==> src/rtl/core/bmbv_pkg.sv <==
package bmbv_pkg;

  localparam int FIXED_BUFFER_BYTES_DEF = 12;

  localparam int BYTE_TOTAL_W = 24;
  localparam int FEATURE_W    = 17;
  localparam int POINT_W      = 20;
  localparam int GRID_W       = 20;
  localparam int COUNT_W      = 16;
  localparam int BYTES_LEFT_W = 18;
  localparam int CFG_DATA_W   = 24;
  localparam int CFG_ADDR_W   = 2;

  localparam logic [CFG_ADDR_W-1:0] CFG_MAX_BLOCK_BYTES = 2'd0;
  localparam logic [CFG_ADDR_W-1:0] CFG_MAX_FEATURES    = 2'd1;
  localparam logic [CFG_ADDR_W-1:0] CFG_MAX_POINTS      = 2'd2;
  localparam logic [CFG_ADDR_W-1:0] CFG_MAX_GRID_CELLS  = 2'd3;

  localparam logic [BYTE_TOTAL_W-1:0] MAX_BLOCK_BYTES_RST = 24'd65536;
  localparam logic [FEATURE_W-1:0]    MAX_FEATURES_RST    = 17'd4096;
  localparam logic [POINT_W-1:0]      MAX_POINTS_RST      = 20'd65535;
  localparam logic [GRID_W-1:0]       MAX_GRID_CELLS_RST  = 20'd4096;

  localparam logic [7:0] MAGIC_0 = 8'h46;
  localparam logic [7:0] MAGIC_1 = 8'h4D;
  localparam logic [7:0] MAGIC_2 = 8'h42;

  localparam logic [1:0] VERSION_1 = 2'd1;
  localparam logic [1:0] VERSION_2 = 2'd2;

  localparam logic [3:0] FIX_LEN_POLYGON  = 4'd11;
  localparam logic [3:0] FIX_LEN_POLYLINE = 4'd12;
  localparam logic [3:0] CELL_MAX         = 4'd15;

  typedef enum logic [3:0] {
    PH_HEADER   = 4'd0,
    PH_PG_COUNT = 4'd1,
    PH_PG_FIXED = 4'd2,
    PH_PG_NPTS  = 4'd3,
    PH_PG_PTS   = 4'd4,
    PH_PL_COUNT = 4'd5,
    PH_PL_FIXED = 4'd6,
    PH_PL_NPTS  = 4'd7,
    PH_PL_PTS   = 4'd8,
    PH_DONE     = 4'd9
  } phase_t;

  typedef enum logic [1:0] {
    ST_ACCEPT      = 2'd0,
    ST_REJECT      = 2'd1,
    ST_END_VALID   = 2'd2,
    ST_END_INVALID = 2'd3
  } status_t;

  typedef struct packed {
    logic [BYTE_TOTAL_W-1:0] max_block_bytes;
    logic [FEATURE_W-1:0]    max_features;
    logic [POINT_W-1:0]      max_points;
    logic [GRID_W-1:0]       max_grid_cells;
  } limits_t;

  typedef struct packed {
    status_t    status;
    logic [1:0] version;
  } result_t;

  // cell index from the high byte of a signed 16-bit coordinate
  function automatic logic [3:0] cell_of_hi(input logic [7:0] hi);
    logic [3:0] c;
    if (hi[7]) begin
      c = 4'd0;
    end else if (hi[6:4] != 3'd0) begin
      c = CELL_MAX;
    end else begin
      c = hi[3:0];
    end
    return c;
  endfunction

  function automatic logic [3:0] fixed_len(input logic poly, input logic [1:0] version);
    logic [3:0] len;
    len = poly ? FIX_LEN_POLYLINE : FIX_LEN_POLYGON;
    if (version == VERSION_2) begin
      len = len + 4'd1;
    end
    return len;
  endfunction

endpackage

==> src/rtl/core/binary_map_block_validator.sv <==
// Checks a binary map block streamed one byte per transaction: magic "FMB",
// version 1 or 2, polygon and polyline sections with their records, and the
// byte, feature, point and grid-cell limits set over the cfg_ port. Every
// input transaction yields exactly one result transaction. One transaction
// is taken per clock unless the output stalls; each byte passes the input
// register, combinational parse step and result register. Any failure is
// sticky until reset; an end transaction (in_tuser high) returns the verdict
// and leaves the state untouched. Write the limits only while no transaction
// is in flight.
module binary_map_block_validator #(
  parameter int FIXED_BUFFER_BYTES = bmbv_pkg::FIXED_BUFFER_BYTES_DEF
) (
  input  logic                                clk,
  input  logic                                rst_n,
  input  logic                                in_tvalid,
  output logic                                in_tready,
  input  logic [7:0]                          in_tdata,   // [7:0] data_byte
  input  logic                                in_tuser,   // [0] end_of_block
  output logic                                out_tvalid,
  input  logic                                out_tready,
  output logic [7:0]                          out_tdata,  // [1:0] status, [3:2] format_version
  input  logic                                cfg_we,
  input  logic [bmbv_pkg::CFG_ADDR_W-1:0]     cfg_addr,
  input  logic [bmbv_pkg::CFG_DATA_W-1:0]     cfg_wdata
);
  import bmbv_pkg::*;

  limits_t    lim_r;
  logic       s1_valid_r;
  logic [7:0] s1_byte_r;
  logic       s1_eob_r;
  logic       out_valid_r;
  result_t    out_res_r;
  result_t    res;
  logic       adv;

  assign adv       = s1_valid_r && (!out_valid_r || out_tready);
  assign in_tready = !s1_valid_r || adv;

  always_ff @(posedge clk) begin
    if (!rst_n) begin
      lim_r.max_block_bytes <= MAX_BLOCK_BYTES_RST;
      lim_r.max_features    <= MAX_FEATURES_RST;
      lim_r.max_points      <= MAX_POINTS_RST;
      lim_r.max_grid_cells  <= MAX_GRID_CELLS_RST;
    end else if (cfg_we) begin
      case (cfg_addr)
        CFG_MAX_BLOCK_BYTES: lim_r.max_block_bytes <= cfg_wdata[BYTE_TOTAL_W-1:0];
        CFG_MAX_FEATURES:    lim_r.max_features    <= cfg_wdata[FEATURE_W-1:0];
        CFG_MAX_POINTS:      lim_r.max_points      <= cfg_wdata[POINT_W-1:0];
        CFG_MAX_GRID_CELLS:  lim_r.max_grid_cells  <= cfg_wdata[GRID_W-1:0];
        default: begin
        end
      endcase
    end
  end

  always_ff @(posedge clk) begin
    if (!rst_n) begin
      s1_valid_r  <= 1'b0;
      out_valid_r <= 1'b0;
    end else begin
      if (in_tready) begin
        s1_valid_r <= in_tvalid;
      end
      if (adv) begin
        out_valid_r <= 1'b1;
      end else if (out_tready) begin
        out_valid_r <= 1'b0;
      end
    end
  end

  always_ff @(posedge clk) begin
    if (in_tready && in_tvalid) begin
      s1_byte_r <= in_tdata;
      s1_eob_r  <= in_tuser;
    end
    if (adv) begin
      out_res_r <= res;
    end
  end

  bmbv_core #(
    .FIXED_BUFFER_BYTES(FIXED_BUFFER_BYTES)
  ) u_core (
    .clk      (clk),
    .rst_n    (rst_n),
    .step_en  (adv),
    .item_byte(s1_byte_r),
    .item_eob (s1_eob_r),
    .lim      (lim_r),
    .res      (res)
  );

  assign out_tvalid = out_valid_r;
  assign out_tdata  = {4'b0000, out_res_r.version, out_res_r.status};

endmodule

==> src/rtl/core/bmbv_core.sv <==
module bmbv_core #(
  parameter int FIXED_BUFFER_BYTES = bmbv_pkg::FIXED_BUFFER_BYTES_DEF
) (
  input  logic              clk,
  input  logic              rst_n,
  input  logic              step_en,
  input  logic [7:0]        item_byte,
  input  logic              item_eob,
  input  bmbv_pkg::limits_t lim,
  output bmbv_pkg::result_t res
);
  import bmbv_pkg::*;

  localparam int FILL_W = $clog2(FIXED_BUFFER_BYTES + 1);
  localparam int IDX_W  = $clog2(FIXED_BUFFER_BYTES);

  phase_t                  phase_r, phase_nxt;
  logic [7:0]              small_r [4];
  logic [2:0]              small_fill_r, small_fill_nxt;
  logic [1:0]              version_r, version_nxt;
  logic [COUNT_W-1:0]      records_left_r, records_left_nxt;
  logic [FEATURE_W-1:0]    feature_total_r, feature_total_nxt;
  logic [POINT_W-1:0]      point_total_r, point_total_nxt;
  logic [GRID_W-1:0]       grid_total_r, grid_total_nxt;
  logic [BYTE_TOTAL_W-1:0] byte_total_r, byte_total_nxt;
  logic [BYTES_LEFT_W-1:0] bytes_left_r, bytes_left_nxt;
  logic [7:0]              fixed_r [FIXED_BUFFER_BYTES];
  logic [FILL_W-1:0]       fixed_fill_r, fixed_fill_nxt;
  logic                    failed_r, failed_nxt;

  logic                    small_we;
  logic                    fixed_we;
  status_t                 status;

  logic [7:0]              view [FIXED_BUFFER_BYTES];
  logic [3:0]              x0, y0, x1, y1;
  logic                    bbox_empty;
  logic [9:0]              cells;
  logic [GRID_W:0]         grid_sum;

  always_comb begin
    for (int i = 0; i < FIXED_BUFFER_BYTES; i++) begin
      view[i] = (fixed_fill_r == FILL_W'(i)) ? item_byte : fixed_r[i];
    end
  end

  always_comb begin
    logic v2;
    v2 = (version_r == VERSION_2);
    x0 = cell_of_hi(v2 ? view[5]  : view[4]);
    y0 = cell_of_hi(v2 ? view[7]  : view[6]);
    x1 = cell_of_hi(v2 ? view[9]  : view[8]);
    y1 = cell_of_hi(v2 ? view[11] : view[10]);
    bbox_empty = (x0 > x1) || (y0 > y1);
    cells = (10'(x1) - 10'(x0) + 10'd1) * (10'(y1) - 10'(y0) + 10'd1);
    grid_sum = {1'b0, grid_total_r} + (GRID_W + 1)'(cells);
  end

  always_comb begin
    logic                    ok;
    logic [COUNT_W-1:0]      value;
    logic [BYTES_LEFT_W-1:0] left;
    logic [COUNT_W-1:0]      rec;
    phase_nxt         = phase_r;
    small_fill_nxt    = small_fill_r;
    version_nxt       = version_r;
    records_left_nxt  = records_left_r;
    feature_total_nxt = feature_total_r;
    point_total_nxt   = point_total_r;
    grid_total_nxt    = grid_total_r;
    byte_total_nxt    = byte_total_r;
    bytes_left_nxt    = bytes_left_r;
    fixed_fill_nxt    = fixed_fill_r;
    failed_nxt        = failed_r;
    small_we          = 1'b0;
    fixed_we          = 1'b0;
    ok                = 1'b1;
    value             = {item_byte, small_r[0]};
    left              = bytes_left_r - BYTES_LEFT_W'(1);
    rec               = records_left_r - COUNT_W'(1);
    status            = ST_ACCEPT;

    if (item_eob) begin
      status = (!failed_r && phase_r == PH_DONE) ? ST_END_VALID : ST_END_INVALID;
    end else if (failed_r) begin
      status = ST_REJECT;
    end else if (byte_total_r >= lim.max_block_bytes) begin
      ok = 1'b0;
    end else begin
      byte_total_nxt = byte_total_r + BYTE_TOTAL_W'(1);
      case (phase_r)
        PH_HEADER: begin
          if (small_fill_r < 3'd3) begin
            small_we       = 1'b1;
            small_fill_nxt = small_fill_r + 3'd1;
          end else begin
            small_fill_nxt = 3'd0;
            if (small_r[0] != MAGIC_0 || small_r[1] != MAGIC_1 || small_r[2] != MAGIC_2 ||
                (item_byte != 8'(VERSION_1) && item_byte != 8'(VERSION_2))) begin
              ok = 1'b0;
            end else begin
              version_nxt = item_byte[1:0];
              phase_nxt   = PH_PG_COUNT;
            end
          end
        end
        PH_PG_COUNT, PH_PL_COUNT, PH_PG_NPTS, PH_PL_NPTS: begin
          if (small_fill_r == 3'd0) begin
            small_we       = 1'b1;
            small_fill_nxt = 3'd1;
          end else begin
            small_fill_nxt = 3'd0;
            if (phase_r == PH_PG_COUNT) begin
              records_left_nxt = value;
              if (FEATURE_W'(value) > lim.max_features) begin
                ok = 1'b0;
              end else begin
                feature_total_nxt = FEATURE_W'(value);
                if (value == '0) begin
                  phase_nxt = PH_PL_COUNT;
                end else begin
                  phase_nxt      = PH_PG_FIXED;
                  bytes_left_nxt = BYTES_LEFT_W'(fixed_len(1'b0, version_r));
                  fixed_fill_nxt = '0;
                end
              end
            end else if (phase_r == PH_PL_COUNT) begin
              records_left_nxt = value;
              if ({1'b0, feature_total_r} + (FEATURE_W + 1)'(value) >
                  {1'b0, lim.max_features}) begin
                ok = 1'b0;
              end else begin
                feature_total_nxt = feature_total_r + FEATURE_W'(value);
                if (value == '0) begin
                  phase_nxt = PH_DONE;
                end else begin
                  phase_nxt      = PH_PL_FIXED;
                  bytes_left_nxt = BYTES_LEFT_W'(fixed_len(1'b1, version_r));
                  fixed_fill_nxt = '0;
                end
              end
            end else begin
              if (value == '0) begin
                ok = 1'b0;
              end else if ({1'b0, point_total_r} + (POINT_W + 1)'(value) >
                           {1'b0, lim.max_points}) begin
                ok = 1'b0;
              end else begin
                point_total_nxt = point_total_r + POINT_W'(value);
                phase_nxt       = (phase_r == PH_PG_NPTS) ? PH_PG_PTS : PH_PL_PTS;
                bytes_left_nxt  = {value, 2'b00};
                fixed_fill_nxt  = '0;
              end
            end
          end
        end
        PH_PG_FIXED, PH_PL_FIXED, PH_PG_PTS, PH_PL_PTS: begin
          if (bytes_left_r == '0) begin
            ok = 1'b0;
          end else if (phase_r == PH_PG_FIXED &&
                       fixed_fill_r >= FILL_W'(FIXED_BUFFER_BYTES)) begin
            ok = 1'b0;
          end else begin
            if (phase_r == PH_PG_FIXED) begin
              fixed_we       = 1'b1;
              fixed_fill_nxt = fixed_fill_r + FILL_W'(1);
            end
            bytes_left_nxt = left;
            if (left == '0) begin
              if (phase_r == PH_PG_FIXED) begin
                if (!bbox_empty && grid_sum > {1'b0, lim.max_grid_cells}) begin
                  ok = 1'b0;
                end else begin
                  if (!bbox_empty) begin
                    grid_total_nxt = grid_sum[GRID_W-1:0];
                  end
                  phase_nxt = PH_PG_NPTS;
                end
              end else if (phase_r == PH_PL_FIXED) begin
                phase_nxt = PH_PL_NPTS;
              end else begin
                records_left_nxt = rec;
                if (rec == '0) begin
                  phase_nxt = (phase_r == PH_PL_PTS) ? PH_DONE : PH_PL_COUNT;
                end else begin
                  phase_nxt      = (phase_r == PH_PL_PTS) ? PH_PL_FIXED : PH_PG_FIXED;
                  bytes_left_nxt = BYTES_LEFT_W'(fixed_len(phase_r == PH_PL_PTS, version_r));
                  fixed_fill_nxt = '0;
                end
              end
            end
          end
        end
        default: begin
          ok = 1'b0;
        end
      endcase
    end

    if (!ok) begin
      failed_nxt = 1'b1;
      status     = ST_REJECT;
    end
  end

  assign res.status  = status;
  assign res.version = version_nxt;

  always_ff @(posedge clk) begin
    if (!rst_n) begin
      phase_r         <= PH_HEADER;
      small_fill_r    <= '0;
      version_r       <= '0;
      records_left_r  <= '0;
      feature_total_r <= '0;
      point_total_r   <= '0;
      grid_total_r    <= '0;
      byte_total_r    <= '0;
      bytes_left_r    <= '0;
      fixed_fill_r    <= '0;
      failed_r        <= 1'b0;
    end else if (step_en) begin
      phase_r         <= phase_nxt;
      small_fill_r    <= small_fill_nxt;
      version_r       <= version_nxt;
      records_left_r  <= records_left_nxt;
      feature_total_r <= feature_total_nxt;
      point_total_r   <= point_total_nxt;
      grid_total_r    <= grid_total_nxt;
      byte_total_r    <= byte_total_nxt;
      bytes_left_r    <= bytes_left_nxt;
      fixed_fill_r    <= fixed_fill_nxt;
      failed_r        <= failed_nxt;
    end
  end

  always_ff @(posedge clk) begin
    if (step_en && small_we) begin
      small_r[small_fill_r[1:0]] <= item_byte;
    end
    if (step_en && fixed_we) begin
      fixed_r[fixed_fill_r[IDX_W-1:0]] <= item_byte;
    end
  end

  a_failed_sticky: assert property (@(posedge clk) disable iff (!rst_n)
    failed_r |=> failed_r)
    else $error("failure flag cleared without reset");

  a_version_fixed: assert property (@(posedge clk) disable iff (!rst_n)
    version_r != 2'd0 |=> $stable(version_r))
    else $error("version changed after header");

  a_done_stays: assert property (@(posedge clk) disable iff (!rst_n)
    phase_r == PH_DONE |=> phase_r == PH_DONE)
    else $error("left done phase");

  a_byte_total_limit: assert property (@(posedge clk) disable iff (!rst_n)
    (step_en && !failed_r && byte_total_r >= lim.max_block_bytes && !item_eob)
    |=> failed_r && $stable(byte_total_r))
    else $error("byte limit not enforced");

endmodule

==> config.mk <==
export PLATFORM = sky130hd
export DESIGN_NAME = binary_map_block_validator
export DESIGN_NICKNAME = d
export VERILOG_FILES = /design/src/rtl/core/bmbv_pkg.sv /design/src/rtl/core/binary_map_block_validator.sv /design/src/rtl/core/bmbv_core.sv
export SDC_FILE = /design/constraint.sdc
export NUM_CORES = 1
export LEC_CHECK = 0
export BUFFER_PORTS_ARGS = -buffer_cell sky130_fd_sc_hd__buf_2
export CAP_MARGIN = 25
export CORE_ASPECT_RATIO = 1.5
export CORE_UTILIZATION = 39
export CTS_CLUSTER_DIAMETER = 50
export DETAILED_ROUTE_END_ITERATION = 7
export GPL_TIMING_DRIVEN = 0
export PLACE_DENSITY = 0.62
export SYNTH_ARGS = -nofsm -noshare
export SYNTH_HDL_FRONTEND = slang
export SYNTH_SLANG_ARGS = --single-unit
==> constraint.sdc <==
create_clock -name clk -period 12.67 [get_ports clk]
set_input_delay 1.267 -clock clk [delete_from_list [all_inputs] [get_ports clk]]
set_output_delay 1.267 -clock clk [all_outputs]
set_load 0.02 [all_outputs]
==> results.json, run 1 <==
{
  "clk-insertion-delay-late_ps": 550,
  "coreArea_mm2": 0.05093,
  "start_util_pct": 39.73,
  "max_slew_margin_pct": 29.43,
  "cts_num_sinks": 313,
  "port_buffers": 43,
  "netlist_instances": 2352,
  "period_needed_ps": 11890,
  "die_w_um": 188.0,
  "antenna_cells": 0,
  "critPathKind": "reg -> reg",
  "irDropWorstVdd_mv": 0.1188,
  "fin_tns_setup_ps": 0,
  "ys_seq_area_share_pct": 35.96,
  "m1WireLength_mm": 24.16,
  "synth_common_cells": "nand2_1 (362), dfxtp_1 (212), ha_1 (194)",
  "status": "completed",
  "cp-start-kind": "flop",
  "hold_viol": 0,
  "syn_area_mm2": 0.02024,
  "avgRoutedWirePerCell_um": 19.18,
  "grt_max_degree": 19,
  "area_delta_synth_final_pct": 12.95,
  "slowest_delay_ps": 560,
  "cts-root-buf": "clkbuf_16",
  "post-route-period-util_pct": 93.85,
  "grt_pass1_vias": 17460,
  "fp.dieArea_mm2": 0.05282,
  "synthesis.yosys.warnings": 0,
  "syn_avg_cell_area_um2": 8.604,
  "postCtsHoldBufs": 0,
  "drv_slew": 0,
  "h-tree-depth": 2,
  "dr.pass1.iters": 5,
  "vias_per_cell": 5.586,
  "power_density_mw_per_mm2": 103.6,
  "setup_viol": 0,
  "antenna_found_initial": 0,
  "ios": 50,
  "remaining_drc_errors": 0,
  "wl_met2_mm": 30.57,
  "utilization_pct": 44.88,
  "cts_tree": "yes",
  "cp_max_fo": 10,
  "tightestPinTransition_ps": 1050,
  "fp-row-count": 101,
  "synth_seq_cells": 313,
  "netlist.area_leader.share_pct": 20.97,
  "critPathRequiredTime_ps": 13060,
  "dp_hpwl_mm": 45.66,
  "slowest_stage": "fa_1",
  "yosysTopAreaCell": "dfxtp_1",
  "setup_slack_ps": 779.6,
  "track_usage_pct": 22.62,
  "place_congestion": 0.9556,
  "drt_iter0_markers": 1196,
  "crit_path_end_kind": "flop",
  "met3_length_mm": 2.530,
  "antenna_left": 0,
  "dp_slack_ps": 37.48,
  "hp-class": "reg -> reg",
  "max_freq_ghz": 0.08410,
  "cpMostUsedCell": "ha_1",
  "routed_wl_mm": 60.33,
  "grt_overflow": 0,
  "drive_gt1_share_pct": 7.714,
  "ys_types": 84,
  "cp.arrival_ps": 12280,
  "yosys-top-cells-area": "dfxtp_1 (21%), edfxtp_1 (15%), ha_1 (12%), nand2_1 (6.7%), a21oi_1 (4.8%)",
  "clockBufferDepth": 3,
  "path_clk_slew_ps": 60,
  "fin_skew_ps": 26.57,
  "yosysMostFrequentCell": "nand2_1",
  "rsz0062_at_grt": "false",
  "async_flop_share_pct": 0,
  "synth_edf_count": 101,
  "die_height_um": 281.0,
  "vias": 17570,
  "layout.nets": 2707,
  "maxCapViolations": 0,
  "ys.flop_type": "dfxtp_1",
  "topRoutingLayerUsed": "met4",
  "p_leak_uw": 0.009212,
  "grt_pass1_wl_mm": 94.23,
  "cts_buffers": 38,
  "fin_hold_ws_ps": 457.0
}
-- cell families after synthesis --
group           Yosys count  share of synthesized area (%)
buf+inv                 274                          5.274
mux                      41                          2.108
fa+ha+maj               221                          14.67
simple gates            855                          19.80
compound gates          525                          16.89
flops                   313                          35.96
xor+xnor                122                          5.280
other cells               1                        0.01853
-- sequential cells by signal, indices dropped and copies added (netlist names), 16 cells and up --
name	flops
lim_r	81
u_core.byte_total_r	24
u_core.bytes_left_r	18
u_core.feature_total_r	17
u_core.fixed_r	64
u_core.grid_total_r	20
u_core.point_total_r	20
u_core.records_left_r	16
u_core.small_r	24
-- per-stage QoR --
step                instances  total power (µW)  instance area (µm²)
global route             3145              2441                22860
CTS                      3137              2382                22660
global placement         3067              1224                21300
detailed placement       3067              1229                21300
floorplan                2355              1166                20250
finish                   3145              2368                22860
-- layout by cell type, fill, tap and decap left out, types with 40 or more instances in the layout --
master,instances
a21oi_1,183
buf_2,51
clkbuf_1,90
dfxtp_1,212
edfxtp_1,101
ha_1,194
inv_1,171
nand2_1,362
nand3_1,45
nor2_1,174
nor3_1,40
o21ai_0,67
xnor2_1,63
xor2_1,55
-- worst paths after layout --
check | startpoint | end | slack (ps) | cells past startpoint
worst max-delay path | u_core.fixed_fill_r[0] | u_core.grid_total_r[3] | 780 | 45
worst max register to register | u_core.fixed_fill_r[0] | u_core.grid_total_r[3] | 780 | 45
worst min-delay path | lim_r[70] | lim_r[70] | 460 | 2
worst min register to register | lim_r[70] | lim_r[70] | 460 | 2
-- layer usage --
| layer | track usage [%] | up-vias |
|---|---|---|
| met1 | 25.52 | 8451 |
| li1 | - | 8494 |
| met3 | 2.597 | 162 |
| met5 | 0 | - |
| met2 | 41.66 | 462 |
| met4 | 11.40 | 0 |
-- power breakdown --
part	switching (µW)	leakage, µW	internal, µW
sequential	19.1	0.00263	1050
clock	471	0.000653	687
combinational	95.1	0.00593	47.2
-- layout make-up --
cell class / instances / area [µm²]
clock inverter: 21 / 296.5
fill: 4959 / 28070
tap: 669 / 837.1
multi-input combinational: 1768 / 12030
timing repair buffer: 51 / 285.3
inverter: 173 / 653.1
buffer: 101 / 425.4
sequential: 313 / 7277
clock buffer: 49 / 1054
-- critical path: cells and delay by family (launching register included) --
kind / cells / cell delay, ps
and+or+nand+nor: 11 / 2350
adders and majority gates: 11 / 4320
xor gates and xnor gates: 3 / 650
AOI/OAI and AO/OA: 11 / 2760
muxes: 1 / 230
buffers and inverters: 8 / 980
DFF: 1 / 430
-- timing repair --
| item | CTS | global route |
|---|---|---|
| buffers inserted | 0 | 7 |
| endpoints found under the setup margin | 8 | 26 |
| resized for setup | 1 | 29 |
| hold endpoints to repair | 0 | 0 |
(Power assumes the default switching activity.)
==> inputs of run 2 (changes only) <==
--- a/config.mk
+++ b/config.mk
@@ -13,6 +13,7 @@
 export DETAILED_ROUTE_END_ITERATION = 7
 export GPL_TIMING_DRIVEN = 0
 export PLACE_DENSITY = 0.62
+export RECOVER_POWER = 50
 export SYNTH_ARGS = -nofsm -noshare
 export SYNTH_HDL_FRONTEND = slang
 export SYNTH_SLANG_ARGS = --single-unit
==> run 2 against run 1 <==
Critical endpoint unchanged. Clock power about the same. Setup slack got worse by 6.8 ps. Via count barely moved. Sequential power about the same. Critical path depth down 5. Clock skew decreased by 0.59 ps. Wire length is essentially flat.
==> results.json, run 2 (synthesis results as in run 1) <==
{
  "coreArea_mm2": 0.05093,
  "die_w_um": 188.0,
  "clockBufferDepth": 3,
  "fp.dieArea_mm2": 0.05282,
  "p_leak_uw": 0.009192,
  "irDropWorstVdd_mv": 0.1186,
  "largest_register": "lim_r",
  "hold_end": "lim_r[70]",
  "grt_pass1_wl_mm": 94.23,
  "dp_slack_ps": 37.48,
  "dr.pass1.iters": 7,
  "ios": 50,
  "postCtsHoldBufs": 0,
  "setup_viol": 0,
  "cts_buffers": 38,
  "fin_tns_setup_ps": 0,
  "cpMostUsedCell": "fa_1",
  "nFillCells": 4964,
  "critPathRequiredTime_ps": 13060,
  "dp.cells": 3067,
  "rrSetupSlack_ps": 770,
  "reg2reg_to": "u_core.grid_total_r[3]",
  "antenna_cells": 0,
  "cp-start-kind": "flop",
  "clk-insertion-delay-late_ps": 550,
  "routed_wl_mm": 60.35,
  "status": "completed",
  "max_slew_margin_pct": 28.34,
  "drive_gt1_share_pct": 7.391,
  "power_density_mw_per_mm2": 103.6,
  "holdPathStages": 2,
  "cpLargestDelayFamily": "adder cells",
  "path_clk_slew_ps": 60,
  "hp-class": "reg -> reg",
  "grt_overflow": 0,
  "rr_startpoint": "s1_byte_r[0]",
  "place_congestion": 0.9556,
  "setup_slack_ps": 772.7,
  "final_common_cell": "nand2_1",
  "rsz0062_at_grt": "false",
  "worstRegToRegCells": 40,
  "fin_cells": 3145,
  "layout_common_cells": "nand2_1 (362), dfxtp_1 (212), ha_1 (194), a21oi_1 (183), nor2_1 (174)",
  "cp_max_fo": 16,
  "vias_per_cell": 5.591,
  "cts-root-buf": "clkbuf_16",
  "fp-row-count": 101,
  "dp_hpwl_mm": 45.66,
  "period_needed_ps": 11900,
  "crit_start": "s1_byte_r[0]",
  "die_height_um": 281.0,
  "slowest_delay_ps": 920,
  "antenna_found_initial": 0,
  "cp_num_buf_inv": 8,
  "start_util_pct": 39.73,
  "grt_max_degree": 19,
  "slowest_stage": "edfxtp_1",
  "grt_pass1_vias": 17460,
  "cp.arrival_ps": 12290,
  "area_delta_synth_final_pct": 12.89,
  "vias": 17580,
  "drv_slew": 0,
  "hold_start": "lim_r[70]",
  "critPathKind": "reg -> reg",
  "remaining_drc_errors": 0,
  "h-tree-depth": 2,
  "drt_iter0_markers": 1197,
  "hold_viol": 0,
  "p_total_uw": 2367,
  "crit_path_end_kind": "flop",
  "avgRoutedWirePerCell_um": 19.19,
  "post-route-period-util_pct": 93.90,
  "utilization_pct": 44.86,
  "cts_tree": "yes",
  "track_usage_pct": 22.62,
  "cts_num_sinks": 313,
  "max_freq_ghz": 0.08405,
  "maxCapViolations": 0,
  "port_buffers": 43,
  "layout.nets": 2707,
  "largest_reg_flops": 81,
  "fin_skew_ps": 25.99,
  "tightestPinTransition_ps": 1067,
  "antenna_left": 0
}
run 2: cell count changes in the layout (fill, tap and decap cells not counted), sizes merged:
cell,before,now
buf,66,58
clkbuf,134,142
run 2: layout make-up:
class	instances	area [µm²]	share of cell area (%)
Inverter	173	653.1	2.859
Clock buffer	49	1054	4.612
Sequential cell	313	7277	31.85
Buffer	101	425.4	1.862
Tap cell	669	837.1	3.664
Clock inverter	21	296.5	1.298
Multi-Input combinational cell	1768	12030	52.65
Timing Repair Buffer	51	274.0	1.199
run 2: where the power goes:
group | internal, µW | switching, µW | total [µW]
clock | 687 | 470 | 1160
sequential | 1050 | 19.1 | 1070
combinational | 46.8 | 95.1 | 142
total | 1780 | 584 | 2370
run 2: metal layers:
layer  part of all wire [%]  track usage, %  vias up
li1                       -               -     8489
met5                      0               0        -
met2                     51           41.66      500
met4                    5.1           11.40        0
met1                     40           25.52     8433
met3                    4.3           2.597      161
run 2: timing repair:
item,in CTS,in global routing
setup endpoints to repair,8,26
resized for setup,1,29
buffers inserted,0,7
run 2: how the worst max path moves through the flow:
stage	to	slack (ps)	cells after the start
after global routing	u_core.grid_total_r[9]	7	45
after global placement	u_core.grid_total_r[9]	120	42
after detailed placement	u_core.grid_total_r[3]	40	42
after CTS	u_core.grid_total_r[3]	190	44
after floorplan	u_core.grid_total_r[2]	2690	42
final	u_core.grid_total_r[3]	770	40
run 2: worst reg2reg max path, delay by kind of cell (launching register included):
| kind | cells | cell delay, ps |
|---|---|---|
| flops | 1 | 920 |
| fa+ha+maj | 10 | 4300 |
| mux | 1 | 230 |
| xor+xnor | 4 | 960 |
| compound gates | 7 | 1690 |
| simple gates | 10 | 1940 |
| buf+inv | 8 | 1700 |
run 2: stage by stage:
step | instance area [µm²] | hold WS [ps]
floorplan | 20250 | 435.6
global placement | 21300 | 441.9
detailed placement | 21300 | 446.9
CTS | 22660 | 454.3
global route | 22840 | 473.1
finish | 22840 | 457.6
